--- src/hw/rtl/bctt_pkg.sv ---
// ----------------------------------------------------------------------------
// bctt_pkg
// Types, character codes and helpers for the block config text tokenizer.
// ----------------------------------------------------------------------------
`timescale 1ns / 1ps
`default_nettype none

package bctt_pkg;

	localparam int unsigned ERR_LINE_W = 16;

	localparam logic [7:0] CH_LF     = 8'h0A;
	localparam logic [7:0] CH_TAB    = 8'h09;
	localparam logic [7:0] CH_SPACE  = 8'h20;
	localparam logic [7:0] CH_HASH   = 8'h23;
	localparam logic [7:0] CH_COLON  = 8'h3A;
	localparam logic [7:0] CH_SEMI   = 8'h3B;
	localparam logic [7:0] CH_BSLASH = 8'h5C;
	localparam logic [7:0] CH_LBRACE = 8'h7B;
	localparam logic [7:0] CH_RBRACE = 8'h7D;

	typedef enum logic [2:0] {
		MODE_SEARCH = 3'd0,
		MODE_NAME   = 3'd1,
		MODE_BLOCK  = 3'd2,
		MODE_KEY    = 3'd3,
		MODE_VALUE  = 3'd4
	} mode_t;

	typedef enum logic [1:0] {
		CLS_SKIP  = 2'd0,
		CLS_NAME  = 2'd1,
		CLS_KEY   = 2'd2,
		CLS_VALUE = 2'd3
	} class_t;

	typedef enum logic [2:0] {
		ERR_NONE        = 3'd0,
		ERR_STRAY_CLOSE = 3'd1,
		ERR_STRAY_SEMI  = 3'd2,
		ERR_STRAY_COLON = 3'd3,
		ERR_STRAY_OPEN  = 3'd4,
		ERR_EMPTY_VALUE = 3'd5,
		ERR_EOF_IN_BLK  = 3'd6
	} err_t;

	typedef struct packed {
		mode_t mode;
		logic  escape_pending;
		logic  comment_active;
		logic  value_started;
		err_t  sticky_error;
	} state_t;

	typedef struct packed {
		logic [7:0]            byte_out;
		class_t                byte_class;
		logic                  entry_end;
		logic                  block_end;
		err_t                  error_code;
		logic [ERR_LINE_W-1:0] error_line;
		logic                  parse_ok;
	} result_t;

	// delimiter that does not belong in the given mode
	function automatic err_t stray_code(input logic [7:0] c, input mode_t mode);
		err_t e;
		e = ERR_NONE;
		if (c == CH_RBRACE && mode != MODE_BLOCK) begin
			e = ERR_STRAY_CLOSE;
		end else if (c == CH_SEMI && mode != MODE_VALUE) begin
			e = ERR_STRAY_SEMI;
		end else if (c == CH_COLON && mode != MODE_KEY) begin
			e = ERR_STRAY_COLON;
		end else if (c == CH_LBRACE && mode != MODE_NAME) begin
			e = ERR_STRAY_OPEN;
		end
		return e;
	endfunction

endpackage

`default_nettype wire

--- src/hw/rtl/bctt_stream_if.sv ---
// ----------------------------------------------------------------------------
// bctt stream interfaces
// Valid/ready channels for text bytes in and tagged tokens out.
// ----------------------------------------------------------------------------
`timescale 1ns / 1ps
`default_nettype none

interface bctt_text_if;
	logic       valid;
	logic       ready;
	logic [7:0] byte_in;
	logic       end_of_input;

	modport source (output valid, output byte_in, output end_of_input, input ready);
	modport sink (input valid, input byte_in, input end_of_input, output ready);
endinterface

interface bctt_token_if;
	logic        valid;
	logic        ready;
	logic [7:0]  byte_out;
	logic [1:0]  byte_class;
	logic        entry_end;
	logic        block_end;
	logic [2:0]  error_code;
	logic [15:0] error_line;
	logic        parse_ok;

	modport source (
		output valid, output byte_out, output byte_class, output entry_end,
		output block_end, output error_code, output error_line, output parse_ok,
		input ready
	);
	modport sink (
		input valid, input byte_out, input byte_class, input entry_end,
		input block_end, input error_code, input error_line, input parse_ok,
		output ready
	);
endinterface

`default_nettype wire

--- src/hw/rtl/block_config_text_tokenizer_core.sv ---
// ----------------------------------------------------------------------------
// block_config_text_tokenizer_core
// Tags each byte of name{key:value;...} text and tracks syntax errors.
//
// channel  dir  modport  beat
// text     in   sink     one byte or end-of-input mark
// token    out  source   tagged byte, entry/block ends, error status
//
// one beat per cycle sustained while token.ready is high; a text beat's token is valid the next cycle
// state and token register update on the same edge, no other latency
// text.ready drops only while a token waits and token.ready is low
// arst_n clears parse state, line count (to 1) and token valid
// ----------------------------------------------------------------------------
`timescale 1ns / 1ps
`default_nettype none

module block_config_text_tokenizer_core #(
	parameter int unsigned LINE_BITS = 16
) (
	input  logic                clk,
	input  logic                arst_n,
	bctt_text_if.sink           text,
	bctt_token_if.source        token
);
	import bctt_pkg::*;

	localparam state_t STATE_RESET = '{
		mode:           MODE_SEARCH,
		escape_pending: 1'b0,
		comment_active: 1'b0,
		value_started:  1'b0,
		sticky_error:   ERR_NONE
	};

	state_t               state_q;
	state_t               state_nxt;
	logic [LINE_BITS-1:0] line_q;
	logic [LINE_BITS-1:0] line_nxt;
	result_t              res_nxt;
	result_t              res_q;
	logic                 out_valid_q;
	logic                 accept;

	assign text.ready = !out_valid_q || token.ready;
	assign accept     = text.valid && text.ready;

	bctt_parse #(
		.LINE_BITS(LINE_BITS)
	) u_parse (
		.cur          (state_q),
		.line_cur     (line_q),
		.byte_in      (text.byte_in),
		.end_of_input (text.end_of_input),
		.nxt          (state_nxt),
		.line_nxt     (line_nxt),
		.res          (res_nxt)
	);

	always_ff @(posedge clk or negedge arst_n) begin
		if (!arst_n) begin
			state_q     <= STATE_RESET;
			line_q      <= LINE_BITS'(1);
			out_valid_q <= 1'b0;
		end else begin
			if (accept) begin
				state_q     <= state_nxt;
				line_q      <= line_nxt;
				out_valid_q <= 1'b1;
			end else if (token.ready) begin
				out_valid_q <= 1'b0;
			end
		end
	end

	always_ff @(posedge clk) begin
		if (accept) begin
			res_q <= res_nxt;
		end
	end

	assign token.valid      = out_valid_q;
	assign token.byte_out   = res_q.byte_out;
	assign token.byte_class = res_q.byte_class;
	assign token.entry_end  = res_q.entry_end;
	assign token.block_end  = res_q.block_end;
	assign token.error_code = res_q.error_code;
	assign token.error_line = res_q.error_line;
	assign token.parse_ok   = res_q.parse_ok;

endmodule

`default_nettype wire

--- src/hw/rtl/bctt_parse.sv ---
// ----------------------------------------------------------------------------
// bctt_parse
// Next-state and token logic for one text byte or end-of-input mark.
// ----------------------------------------------------------------------------
`timescale 1ns / 1ps
`default_nettype none

module bctt_parse #(
	parameter int unsigned LINE_BITS = 16
) (
	input  bctt_pkg::state_t        cur,
	input  logic [LINE_BITS-1:0]    line_cur,
	input  logic [7:0]              byte_in,
	input  logic                    end_of_input,
	output bctt_pkg::state_t        nxt,
	output logic [LINE_BITS-1:0]    line_nxt,
	output bctt_pkg::result_t       res
);
	import bctt_pkg::*;

	localparam logic [LINE_BITS-1:0] LINE_MAX = {LINE_BITS{1'b1}};

	logic [ERR_LINE_W-1:0] line_clamped;
	err_t                  err;
	logic                  blank;

	assign blank = (byte_in == CH_SPACE) || (byte_in == CH_TAB);

	always_comb begin
		nxt      = cur;
		line_nxt = line_cur;
		err      = ERR_NONE;
		res.byte_out   = byte_in;
		res.byte_class = CLS_SKIP;
		res.entry_end  = 1'b0;
		res.block_end  = 1'b0;
		res.parse_ok   = 1'b0;

		if (end_of_input) begin
			res.byte_out = 8'd0;
			if (cur.sticky_error == ERR_NONE && cur.mode != MODE_SEARCH) begin
				nxt.sticky_error = ERR_EOF_IN_BLK;
			end
			res.parse_ok = (nxt.sticky_error == ERR_NONE);
		end else if (cur.sticky_error != ERR_NONE) begin
			// frozen after an error
		end else if (byte_in == CH_LF) begin
			if (line_cur != LINE_MAX) begin
				line_nxt = line_cur + LINE_BITS'(1);
			end
			nxt.comment_active = 1'b0;
			nxt.escape_pending = 1'b0;
		end else if (cur.comment_active) begin
			// inside comment
		end else if (cur.escape_pending) begin
			nxt.escape_pending = 1'b0;
			nxt.value_started  = 1'b1;
			res.byte_class     = CLS_VALUE;
		end else if (byte_in == CH_HASH) begin
			nxt.comment_active = 1'b1;
		end else if (blank && !(cur.mode == MODE_VALUE && cur.value_started)) begin
			// blank outside a started value
		end else begin
			case (cur.mode)
				MODE_NAME: begin
					if (byte_in == CH_LBRACE) begin
						nxt.mode = MODE_BLOCK;
					end else begin
						err = stray_code(byte_in, MODE_NAME);
						if (err == ERR_NONE) res.byte_class = CLS_NAME;
					end
				end
				MODE_BLOCK: begin
					if (byte_in == CH_RBRACE) begin
						res.block_end     = 1'b1;
						nxt.mode          = MODE_SEARCH;
						nxt.value_started = 1'b0;
					end else begin
						err = stray_code(byte_in, MODE_BLOCK);
						if (err == ERR_NONE) begin
							res.byte_class = CLS_KEY;
							nxt.mode       = MODE_KEY;
						end
					end
				end
				MODE_KEY: begin
					if (byte_in == CH_COLON) begin
						nxt.mode          = MODE_VALUE;
						nxt.value_started = 1'b0;
					end else begin
						err = stray_code(byte_in, MODE_KEY);
						if (err == ERR_NONE) res.byte_class = CLS_KEY;
					end
				end
				MODE_VALUE: begin
					if (byte_in == CH_SEMI) begin
						if (!cur.value_started) begin
							err = ERR_EMPTY_VALUE;
						end else begin
							res.entry_end     = 1'b1;
							nxt.mode          = MODE_BLOCK;
							nxt.value_started = 1'b0;
						end
					end else if (byte_in == CH_BSLASH) begin
						nxt.escape_pending = 1'b1;
					end else begin
						err = stray_code(byte_in, MODE_VALUE);
						if (err == ERR_NONE) begin
							res.byte_class    = CLS_VALUE;
							nxt.value_started = 1'b1;
						end
					end
				end
				default: begin
					// searching, and unreachable codes
					err = stray_code(byte_in, MODE_SEARCH);
					if (err == ERR_NONE) begin
						res.byte_class = CLS_NAME;
						nxt.mode       = MODE_NAME;
					end
				end
			endcase
			if (err != ERR_NONE) nxt.sticky_error = err;
		end

		res.error_code = nxt.sticky_error;
		res.error_line = (nxt.sticky_error != ERR_NONE) ? line_clamped : '0;
	end

	generate
		if (LINE_BITS > ERR_LINE_W) begin : g_clamp
			assign line_clamped = (|line_nxt[LINE_BITS-1:ERR_LINE_W]) ?
				{ERR_LINE_W{1'b1}} : line_nxt[ERR_LINE_W-1:0];
		end else begin : g_extend
			assign line_clamped = ERR_LINE_W'(line_nxt);
		end
	endgenerate

endmodule

`default_nettype wire

--- src/flat_wrapper.sv ---
// flat-port wrapper written by rule: the top's interface ports become plain ports
module block_config_text_tokenizer_core_flat import bctt_pkg::*;
#(
	parameter int unsigned LINE_BITS = 16
)
  (clk, arst_n, text_valid, text_byte_in, text_end_of_input, text_ready, token_valid, token_byte_out, token_byte_class, token_entry_end, token_block_end, token_error_code, token_error_line, token_parse_ok, token_ready);
  bctt_text_if text_i ();
  bctt_token_if token_i ();
  input  logic clk;
  input  logic arst_n;
  input wire logic [$bits(text_i.valid)-1:0] text_valid;
  input wire logic [$bits(text_i.byte_in)-1:0] text_byte_in;
  input wire logic [$bits(text_i.end_of_input)-1:0] text_end_of_input;
  output wire logic [$bits(text_i.ready)-1:0] text_ready;
  output wire logic [$bits(token_i.valid)-1:0] token_valid;
  output wire logic [$bits(token_i.byte_out)-1:0] token_byte_out;
  output wire logic [$bits(token_i.byte_class)-1:0] token_byte_class;
  output wire logic [$bits(token_i.entry_end)-1:0] token_entry_end;
  output wire logic [$bits(token_i.block_end)-1:0] token_block_end;
  output wire logic [$bits(token_i.error_code)-1:0] token_error_code;
  output wire logic [$bits(token_i.error_line)-1:0] token_error_line;
  output wire logic [$bits(token_i.parse_ok)-1:0] token_parse_ok;
  input wire logic [$bits(token_i.ready)-1:0] token_ready;
  assign text_i.valid = text_valid;
  assign text_i.byte_in = text_byte_in;
  assign text_i.end_of_input = text_end_of_input;
  assign text_ready = text_i.ready;
  assign token_valid = token_i.valid;
  assign token_byte_out = token_i.byte_out;
  assign token_byte_class = token_i.byte_class;
  assign token_entry_end = token_i.entry_end;
  assign token_block_end = token_i.block_end;
  assign token_error_code = token_i.error_code;
  assign token_error_line = token_i.error_line;
  assign token_parse_ok = token_i.parse_ok;
  assign token_i.ready = token_ready;
  block_config_text_tokenizer_core #(.LINE_BITS(LINE_BITS)) u_core (.clk(clk), .arst_n(arst_n), .text(text_i), .token(token_i));
endmodule
--- config.mk ---
export PLATFORM = sky130hd
export DESIGN_NAME = block_config_text_tokenizer_core_flat
export DESIGN_NICKNAME = d
export VERILOG_FILES = /design/src/hw/rtl/bctt_pkg.sv /design/src/hw/rtl/bctt_stream_if.sv /design/src/hw/rtl/block_config_text_tokenizer_core.sv /design/src/hw/rtl/bctt_parse.sv /design/src/flat_wrapper.sv
export SDC_FILE = /design/constraint.sdc
export NUM_CORES = 1
export LEC_CHECK = 0
export BUFFER_PORTS_ARGS = -buffer_cell sky130_fd_sc_hd__buf_2
export CELL_PAD_IN_SITES_DETAIL_PLACEMENT = 2
export CELL_PAD_IN_SITES_GLOBAL_PLACEMENT = 2
export CORE_MARGIN = 1
export CORE_UTILIZATION = 37
export DETAILED_ROUTE_END_ITERATION = 12
export HOLD_SLACK_MARGIN = 0.05
export PLACE_DENSITY_LB_ADDON = 0.1
export REMOVE_ABC_BUFFERS = 1
export SYNTH_ARGS = -nofsm -noshare
export SYNTH_HDL_FRONTEND = slang
export SYNTH_SLANG_ARGS = --single-unit
export TNS_END_PERCENT = 30
--- constraint.sdc ---
create_clock -name clk -period 3.3 [get_ports clk]
set_input_delay 0.495 -clock clk [delete_from_list [all_inputs] [get_ports clk]]
set_output_delay 0.495 -clock clk [all_outputs]
set_load 0.03 [all_outputs]
==> results_dict.tcl <==
set metrics [dict create \
    power.internal_mw 1.47 \
    r2r_end "u_core.token.error_line[4]" \
    first_pass_iters 8 \
    min_period_ns 2.53 \
    htreeDepth 3 \
    synthCells 323 \
    violations "design-rule violations" \
    cpMaxStageDelayCell "dfstp_2" \
    tns_ns 0 \
    clk_latency_ns 0.34 \
    crit_arrival_ns 2.62 \
    cts_resized 0 \
    drt_iter0_drc 116 \
    ff2ff_path_depth 9 \
    coreArea_sq_mm 0.00881 \
    fmax_mhz 395 \
    cap_violations 0 \
    grt_antenna_before_repair 0 \
    numCtsBuffers 9 \
    rsz0062_at_grt "no" \
    numPortBuffers 46 \
    synthFlopType "edfxtp_1" \
    synth_area_leaders "edfxtp_1 28%, dfrtp_1 18%, xnor2_1 3.6%" \
    cpMostUsedCell "buf_4" \
    wire_per_inst_microns 19.7 \
    avgViaCountPerCell 5.49 \
    worst_path_dominant_cell_family "simple AND/OR/NAND/NOR gates" \
    nNetsFinal 388 \
    slew_headroom_pct 56.5 \
    p_sw_share_pct 36.4 \
    dieHeight_microns 97.7 \
    avgSynthCellArea_sq_um 10.5 \
    p_leak_nw 1.53 \
    path_clk_slew_ns 0.07 \
    combinationalPowerShare_pct 30.0 \
    rows 34 \
    worst-setup-path-type "flop to flop" \
    num_antenna_cells 0 \
    synth_top_cell_by_area "edfxtp_1" \
    crit_chain "ha_1, nand3_1, buf_4, or2_2, o21bai_1, buf_4, or2_1, xnor2_1, nor2_4" \
    routed_wl_microns 9600 \
    start_util_pct 38.5 \
    grt_start_max_net_pins 27 \
    die_area_sq_mm 0.00955 \
    grt_pass1_wl_microns 16100 \
    maxSlewViolCount 0 \
    setup-violations-final 0 \
    root_buffer "clkbuf_8" \
    routed-via-count 2676 \
    cts_tree "done" \
    worst_ir_drop_vdd_mv 0.326 \
    p_seq_share_pct 41.8 \
    synth_edf_count 32 \
    die_w_microns 97.7 \
    startpoint_type "flop" \
    clockBufferDepth 2 \
    fin_util_pct 44.5 \
    final_hold_viol_count 0 \
    worst-path-buf-inv 2 \
    worstHoldPathType "input port to async pin" \
    grt_pass1_vias 2970 \
    skew_ns 0.0125 \
    ioPinCount 47 \
    drive_gt1_share_pct 27.2 \
    ys_ff_latch 58 \
    synth.yosys.seq_area_share_pct 47.6 \
    powerDensity_mw_per_mm2 589 \
    cts_hold_buf 0 \
    grt_use_total_pct 22.0 \
    fillers 960 \
    overflow 0 \
    max_stage_delay_ns 0.59 \
    yosysWarningCount 0 \
    r2r-start "u_core.line_q[0]" \
    ant_nets 0 \
    period_share_pct 76.8 \
    crit_fanout 15 \
    worst_pin_slew_ns 0.652 \
    ys_types 69 \
    power_switching_mw 0.840 \
    end_kind "flop" \
    gp_congestion 0.804 \
    async_flop_share_pct 44.8 \
    cts_setup_buffers 0 \
    drc 12 \
    pwr-share-clk_pct 28.3 \
    syn2layout_area_growth_pct 15.6 \
    critPathRequiredTime_ns 3.38 \
    status "finished, violations left" \
    netlist.area_leader.share_pct 28.3 \
    r2r_setup_slack_ns 0.77 \
    dp_hpwl_microns 7110 \
    synth_area_sq_mm 0.00339 \
    cts.sinks 58 \
]
-- per-layer routing --
layer | GRT usage, % | routed length [microns] | part of all wire [%]
met2 | 37.6 | 4810 | 50
met5 | 0 | 0 | 0
met4 | 6.64 | 122 | 1.3
met3 | 3.81 | 197 | 2.1
met1 | 28.4 | 4470 | 47
-- cell type report --
cell class | count | area (sq um) | area share, %
Clock buffer | 13 | 149 | 3.80
Clock inverter | 3 | 40.0 | 1.02
Inverter | 11 | 41.3 | 1.05
Multi-Input combinational cell | 241 | 1660 | 42.3
Sequential cell | 58 | 1610 | 41.2
Tap cell | 108 | 135 | 3.45
Timing Repair Buffer | 53 | 283 | 7.22
-- cell usage in the layout, fill, tap and decap left out, types with 2 or more instances in the layout --
master,netlist,layout
xor2_1,10,10
o31ai_1,3,3
nand3b_1,2,2
or2_2,3,3
o21ai_0,15,15
o21ai_1,3,3
and2b_1,2,2
edfxtp_1,32,32
buf_4,1,7
dfrtp_1,25,25
nor2b_1,3,3
nand4b_1,3,3
a211oi_1,2,2
nand2_1,24,24
o21bai_1,3,3
mux2i_1,2,2
nor4_1,3,3
clkbuf_1,8,3
inv_1,11,11
o21a_1,5,5
nor3_1,19,19
clkinv_2,0,2
and2b_2,5,5
nand2b_1,8,8
or3b_2,2,2
nor2_1,28,28
clkbuf_8,0,10
nor4b_4,2,2
or3_1,5,5
nor3b_1,2,2
mux2_2,4,4
nor2_4,10,10
xnor2_1,14,14
a21boi_0,3,3
buf_2,1,46
nand4_1,5,5
and3_1,3,3
nand3_1,10,10
a21oi_1,10,10
-- synth_stat cells, types with 8 or more instances --
cell,number
edfxtp_1,32
clkbuf_1,8
inv_1,11
xor2_1,10
a21oi_1,10
nor2_1,28
nand2b_1,8
o21ai_0,15
nand3_1,10
dfrtp_1,25
nor3_1,19
nand2_1,24
xnor2_1,14
nor2_4,10
-- kinds of logic after synthesis --
group	synth area share, %
buf+inv	3.51
simple gates	28.6
mux	1.92
fa+ha+maj	0.369
flops	47.6
xor+xnor	6.20
compound gates	11.8
-- sequential cells by signal, summed over array words and instances, names as in the netlist --
name	flops
u_core.token.byte_class	2
u_core.token.parse_ok	1
u_core.state_q	9
u_core.token.error_line	16
u_core.line_q	16
u_core.token.block_end	1
u_core.token.entry_end	1
u_core.token.error_code	3
u_core.token.valid	1
u_core.token.byte_out	8
-- worst max path at each step --
stage	start	to	slack, ns	depth (start not counted)
floorplan	u_core.line_q[0]	u_core.token.error_line[4]	0.69	7
global placement	text_end_of_input	u_core.token.error_line[12]	0.66	7
detailed placement	text_end_of_input	u_core.token.error_line[12]	0.55	7
CTS	u_core.line_q[0]	u_core.token.error_line[4]	0.74	9
global route	u_core.line_q[0]	u_core.token.error_line[4]	0.61	9
finish	u_core.line_q[0]	u_core.token.error_line[4]	0.77	9
-- power groups by stage --
stage | logic (mW) | clock network [mW] | registers, mW
detailed placement | 0.694 | 0 | 0.980
floorplan | 0.430 | 0 | 1.02
finish | 0.692 | 0.653 | 0.964
global route | 0.747 | 0.698 | 0.978
CTS | 0.700 | 0.677 | 0.965
global placement | 0.672 | 0 | 0.972
-- per-stage QoR --
stage / setup WS, ns / instance area, sq um / cells / hold slack (ns) / power (mW)
6_report: 0.766 / 3920 / 487 / 0.171 / 2.31
3_5_place_dp: 0.550 / 3730 / 471 / 0.511 / 1.67
2_1_floorplan: 0.690 / 3310 / 310 / 0.199 / 1.45
4_1_cts: 0.744 / 3920 / 487 / 0.194 / 2.34
5_1_grt: 0.610 / 3920 / 487 / 0.208 / 2.42
3_3_place_gp: 0.658 / 3730 / 471 / 0.505 / 1.64
-- worst reg2reg max path, delay by kind of cell (launching register included) --
kind	cells	cell delay (ns)
AOI/OAI and AO/OA	1	0.14
buffers and inverters	2	0.40
adders and majority gates	1	0.23
and+or+nand+nor	4	0.73
DFF	1	0.59
xor gates and xnor gates	1	0.20
Power figures use the tool's default switching activity.
